==> config.mk <==
export PLATFORM = sky130hd
export DESIGN_NAME = ntm_ctrl
export DESIGN_NICKNAME = d
export VERILOG_FILES = /design/src/rtl/ntm_pkg.sv /design/src/rtl/ntm_ctrl.sv
export SDC_FILE = /design/constraint.sdc
export NUM_CORES = 1
export LEC_CHECK = 0
export BUFFER_PORTS_ARGS = -buffer_cell sky130_fd_sc_hd__buf_2
export CORE_UTILIZATION = 50
export CTS_CLUSTER_DIAMETER = 50
export DETAILED_ROUTE_END_ITERATION = 10
export GPL_TIMING_DRIVEN = 1
export PLACE_DENSITY = 0.78
export SYNTH_ARGS = -nofsm -noshare
export SYNTH_HDL_FRONTEND = slang
export SYNTH_SLANG_ARGS = --single-unit
==> constraint.sdc <==
create_clock -name i_clk -period 2.4 [get_ports i_clk]
set_input_delay 0.72 -clock i_clk [delete_from_list [all_inputs] [get_ports i_clk]]
set_output_delay 0.72 -clock i_clk [all_outputs]
set_load 0.01 [all_outputs]
==> src/rtl/ntm_pkg.sv <==
// ----------------------------------------------------------------------------
// Nearest track matcher package
// Shared widths, codes, reciprocal constants and controller/datapath structs.
// ----------------------------------------------------------------------------
`timescale 1ns / 1ps
`default_nettype none

package ntm_pkg;

    localparam int MAX_TRACKS = 32;
    localparam int SLOT_W     = 5;
    localparam int CNT_W      = 6;
    localparam int COORD_W    = 12;
    localparam int CEN_W      = 13;
    localparam int HIST       = 5;
    localparam int HCNT_W     = 3;
    localparam int AGE_W      = 8;

    localparam logic [AGE_W-1:0] LIFETIME_RST = 8'd10;
    localparam logic [AGE_W-1:0] AGE_MAX      = 8'd255;

    // register map, index = byte address / 4
    localparam logic REG_LIFETIME = 1'b0;

    // rounded division by 3, 6, 10: (2a + d) / 2d via multiply by 2^24 / 2d
    localparam int          RECIP_SH = 24;
    localparam logic [24:0] RECIP_1  = 25'd16777216;
    localparam logic [24:0] RECIP_6  = 25'd2796203;
    localparam logic [24:0] RECIP_12 = 25'd1398102;
    localparam logic [24:0] RECIP_20 = 25'd838861;

    typedef enum logic [1:0] {
        OUT_MATCH = 2'd0,
        OUT_NEW   = 2'd1,
        OUT_DROP  = 2'd2,
        OUT_CLOSE = 2'd3
    } t_outcome;

    typedef enum logic [1:0] {
        DIV_1  = 2'd0,
        DIV_3  = 2'd1,
        DIV_6  = 2'd2,
        DIV_10 = 2'd3
    } t_div;

    typedef struct packed {
        logic [HCNT_W-1:0]           cnt;
        logic [HIST-1:0][CEN_W-1:0]  hx;
        logic [HIST-1:0][CEN_W-1:0]  hy;
    } t_row;

    typedef struct packed {
        logic              rd;       // scan read of slot idx
        logic              rd_best;  // read row of best slot
        logic              thr;      // form threshold products
        logic              push;     // append centre to best track
        logic              open;     // open track in lowest free slot
        logic              age;      // age slot idx
        logic              emit;     // load output register
        logic [SLOT_W-1:0] idx;
        t_outcome          outcome;
    } t_cmd;

    typedef struct packed {
        logic pipe_busy;
        logic match;
        logic has_free;
        logic first_frame;
        logic live_zero;
        logic out_hold;
    } t_stat;

endpackage

`default_nettype wire

==> src/rtl/ntm_ctrl.sv <==
// ----------------------------------------------------------------------------
// Nearest track matcher controller
// Sequences the slot scan, match decision, track update and frame ageing.
// ----------------------------------------------------------------------------
`timescale 1ns / 1ps
`default_nettype none

module ntm_ctrl (
    input  wire logic          i_clk,
    input  wire logic          i_rst_n,
    input  wire logic          i_accept,
    input  wire logic          i_kind,
    input  wire ntm_pkg::t_stat i_stat,
    output ntm_pkg::t_cmd      o_cmd,
    output logic               o_idle
);

    typedef enum logic [3:0] {
        S_IDLE, S_SCAN, S_DRAIN, S_THR, S_CMP, S_RDROW, S_PUSH, S_OPEN, S_AGE, S_DONE
    } t_state;

    t_state                       r_state;
    logic [ntm_pkg::SLOT_W-1:0]   r_idx;
    ntm_pkg::t_outcome            r_outcome;

    always_ff @(posedge i_clk) begin
        if (!i_rst_n) begin
            r_state   <= S_IDLE;
            r_idx     <= '0;
            r_outcome <= ntm_pkg::OUT_CLOSE;
        end else begin
            unique case (r_state)
                S_IDLE: begin
                    r_idx <= '0;
                    if (i_accept) begin
                        if (i_kind)
                            r_state <= S_AGE;
                        else if (!i_stat.first_frame && !i_stat.live_zero)
                            r_state <= S_SCAN;
                        else
                            r_state <= S_OPEN;
                    end
                end
                S_SCAN: begin
                    r_idx <= r_idx + 1'b1;
                    if (&r_idx)
                        r_state <= S_DRAIN;
                end
                S_DRAIN: begin
                    if (!i_stat.pipe_busy)
                        r_state <= S_THR;
                end
                S_THR: r_state <= S_CMP;
                S_CMP: r_state <= i_stat.match ? S_RDROW : S_OPEN;
                S_RDROW: r_state <= S_PUSH;
                S_PUSH: begin
                    r_outcome <= ntm_pkg::OUT_MATCH;
                    r_state   <= S_DONE;
                end
                S_OPEN: begin
                    r_outcome <= i_stat.has_free ? ntm_pkg::OUT_NEW : ntm_pkg::OUT_DROP;
                    r_state   <= S_DONE;
                end
                S_AGE: begin
                    r_idx <= r_idx + 1'b1;
                    if (&r_idx) begin
                        r_outcome <= ntm_pkg::OUT_CLOSE;
                        r_state   <= S_DONE;
                    end
                end
                S_DONE: begin
                    if (!i_stat.out_hold)
                        r_state <= S_IDLE;
                end
                default: r_state <= S_IDLE;
            endcase
        end
    end

    always_comb begin
        o_cmd         = '0;
        o_cmd.idx     = r_idx;
        o_cmd.outcome = r_outcome;
        o_cmd.rd      = (r_state == S_SCAN);
        o_cmd.thr     = (r_state == S_THR);
        o_cmd.rd_best = (r_state == S_RDROW);
        o_cmd.push    = (r_state == S_PUSH);
        o_cmd.open    = (r_state == S_OPEN) && i_stat.has_free;
        o_cmd.age     = (r_state == S_AGE);
        o_cmd.emit    = (r_state == S_DONE) && !i_stat.out_hold;
    end

    assign o_idle = (r_state == S_IDLE);

endmodule

`default_nettype wire

==> flow_summary.ini <==
[worst_setup_path]
crit_required_ns = 1.68
timing.rr.start = r_idx[0]$_SDFFE_PN0P_
path_cells = nand3b_1 > nor2_1 > buf_2
crit_family = flip-flops
crit_path_start_kind = register
critPathMaxStageDelay_ns = 0.67
cp_max_fo = 17
critPathArrivalTime_ns = 1.55
crit_path_end_kind = output port
crit_type = reg2out
critPathLaunch = r_state[1]$_SDFFE_PN0P_
path_buf_inv = 1
slowest_stage = dfxtp_1

[finish]
layout_commonest_cell = buf_2
layout.nets = 146
area_growth_pct = 14.6
fin_util_pct = 63.0
drive_gt1_share_pct = 24.8
antennaDiodeCount = 0
most-common-layout-cells = buf_2 (24), nand2_1 (16), nor2_1 (12), dfxtp_1 (11), nor2b_1 (6)
fillers = 160
final_cell_area_um2 = 971

[synthesis]
seq_area_frac_synth_pct = 26.0
synth-main-ff-cell = dfxtp_1
synth_seq_cells = 11
avgSynthCellArea_um2 = 7.50
synthesis.nets = 125
synth_edf_count = 0
synth_compound_area_share_pct = 21.3
synth_area_um2 = 847
synthXorXnorAreaFrac_pct = 1.03
muxShareOfSynthArea_pct = 2.36
synth.distinct_cells = 42
yosys_warnings = 0
syn_inst = 113
synth_top_family_by_area = simple AND/OR/NAND/NOR gates
async_reset_ff_share_pct = 0
yosys.area_share.adder_pct = 5.32
synth_simple_gate_area_share_pct = 35.5

[flow_run]
max_cap_viol_count = 0

[timing]
worst_slack_ns = 0.134
rsz0062_at_grt = no
slew_viol_final = 0
tightest_slew_ns = 0.543
fin_crit_ns = 2.27
setup-tns-final_ns = 0
fmax_mhz = 441
hold_viol = 0
post-route-period-util_pct = 94.4
setup_viol = 0
fin_skew_ns = 0.00919
slew_headroom_pct = 63.7

[hold_path]
hold_start = r_outcome[0]$_SDFFE_PN1P_
hold_class = reg2reg

[clock_network]
cts_buffers = 3
cts_sinks = 11
ctsRootBufferMaster = clkbuf_4
cts_tree = built
clk_path_buf_depth = 2
clk_pin_slew_worst_paths_ns = 0.08
postCtsSetupBuffers = 0
cts_resized = 0
cts_hold_buf = 0
htree_levels = 1
clk_latency_ns = 0.28

[routing]
vias = 880
drt_drc_violations_left = 0
drtIter0Drc = 23
totalWireLength_um = 2090
firstDrtPassIters = 4
final_antenna_net_count = 0
viasPerCell = 5.91
wl_per_cell_um = 14.0

[place]
dp_hpwl_um = 1500
place_congestion = 0.793
pre_cts_slack_ns = 0.339
port_buffers = 24
dpl_cell_area_um2 = 945

[die]
die_w_um = 43.2
die_area_um2 = 1860
die_h_um = 43.2
core-area_um2 = 1540
fp-row-count = 14
start_util_pct = 55.0
ios = 25

[global_route]
grt_pass1_wl_um = 3300
grt_usage_pct = 23.8
grt-ovfl-total = 0
grt_max_degree = 18
antenna_found_initial = 0
first_global_vias = 749

[power]
p_per_area_nw_per_um2 = 1040
power_leakage_nw = 0.435
ir_worst_vdd_v = 0.000614

[run_status]
status = complete, no violations
report_power, final:
part | switching, mW | internal (mW)
clock | 0.0699 | 0.0645
sequential | 0.113 | 0.220
combinational | 0.297 | 0.249
area by class of cell:
type / instances / area (um2) / area share, %
multi-input cells: 89 / 554 / 57.1
flip-flops and latches: 11 / 220 / 22.7
repair buffers: 27 / 143 / 14.7
clock buffers: 4 / 26.3 / 2.71
well taps: 16 / 20.0 / 2.06
inverters: 2 / 7.51 / 0.773
cells in the mapped netlist, types with 2 or more instances:
master / n / area (um2)
a221oi_1: 2 / 17.5
buf_4: 2 / 15.0
nor2_1: 12 / 45.0
buf_2: 7 / 35.0
maj3_1: 2 / 20.0
o22ai_1: 3 / 18.8
ha_1: 2 / 25.0
dfxtp_1: 11 / 220
o21ai_0: 5 / 25.0
mux2i_1: 2 / 20.0
nor4b_1: 2 / 17.5
inv_1: 2 / 7.51
nand2_1: 16 / 60.1
nor3_1: 5 / 25.0
a21oi_1: 3 / 15.0
nand3_1: 2 / 10.0
nand3b_1: 2 / 15.0
nor3b_1: 4 / 30.0
nor2b_1: 6 / 37.5
state kept, by name, summed over array words and instances (netlist names):
name / count
r_state: 4
r_outcome: 2
r_idx: 5
cells by family after synthesis:
group	count (synthesis)
fa+ha+maj	4
flops	11
simple gates	57
xor+xnor	1
compound gates	25
buf+inv	13
mux	2
path summary, 6_finish.rpt:
kind | end | slack [ns] | cells past startpoint
setup / recovery | o_cmd[9] | 0.13 | 3
hold / removal | r_outcome[0]$_SDFFE_PN1P_ | 0.52 | 2
setup reg to reg | r_state[3]$_SDFFE_PN0P_ | 0.33 | 8
hold reg to reg | r_outcome[0]$_SDFFE_PN1P_ | 0.52 | 2
through the flow:
step                      cells  total power, mW  hold WS, ns
after CTS                   149             1.01        0.520
after detailed placement    145            0.873        0.509
after floorplan             113            0.772        0.525
after global placement      145            0.856        0.475
after global routing        149             1.09        0.532
final                       149             1.01        0.523
metal layers:
layer  global-route usage [%]  share of wire [%]  vias to the layer above
met4                     10.9                1.8                        0
met2                     36.7                 44                       34
met3                     5.11                5.6                        5
met5                        0                  0                        -
li1                         -                  -                      445
met1                     31.4                 49                      396
worst reg2reg max path, stage by stage, from the launching register on:
cell and delay [ns]:
dfxtp_1 0.38, ha_1 0.25, and3_1 0.19, ha_1 0.22, or2_0 0.21, a211o_1 0.32, o21ai_2 0.07, nor4_1 0.07
o221a_1 0.25
Note: power is estimated with default switching activity, not from simulation.
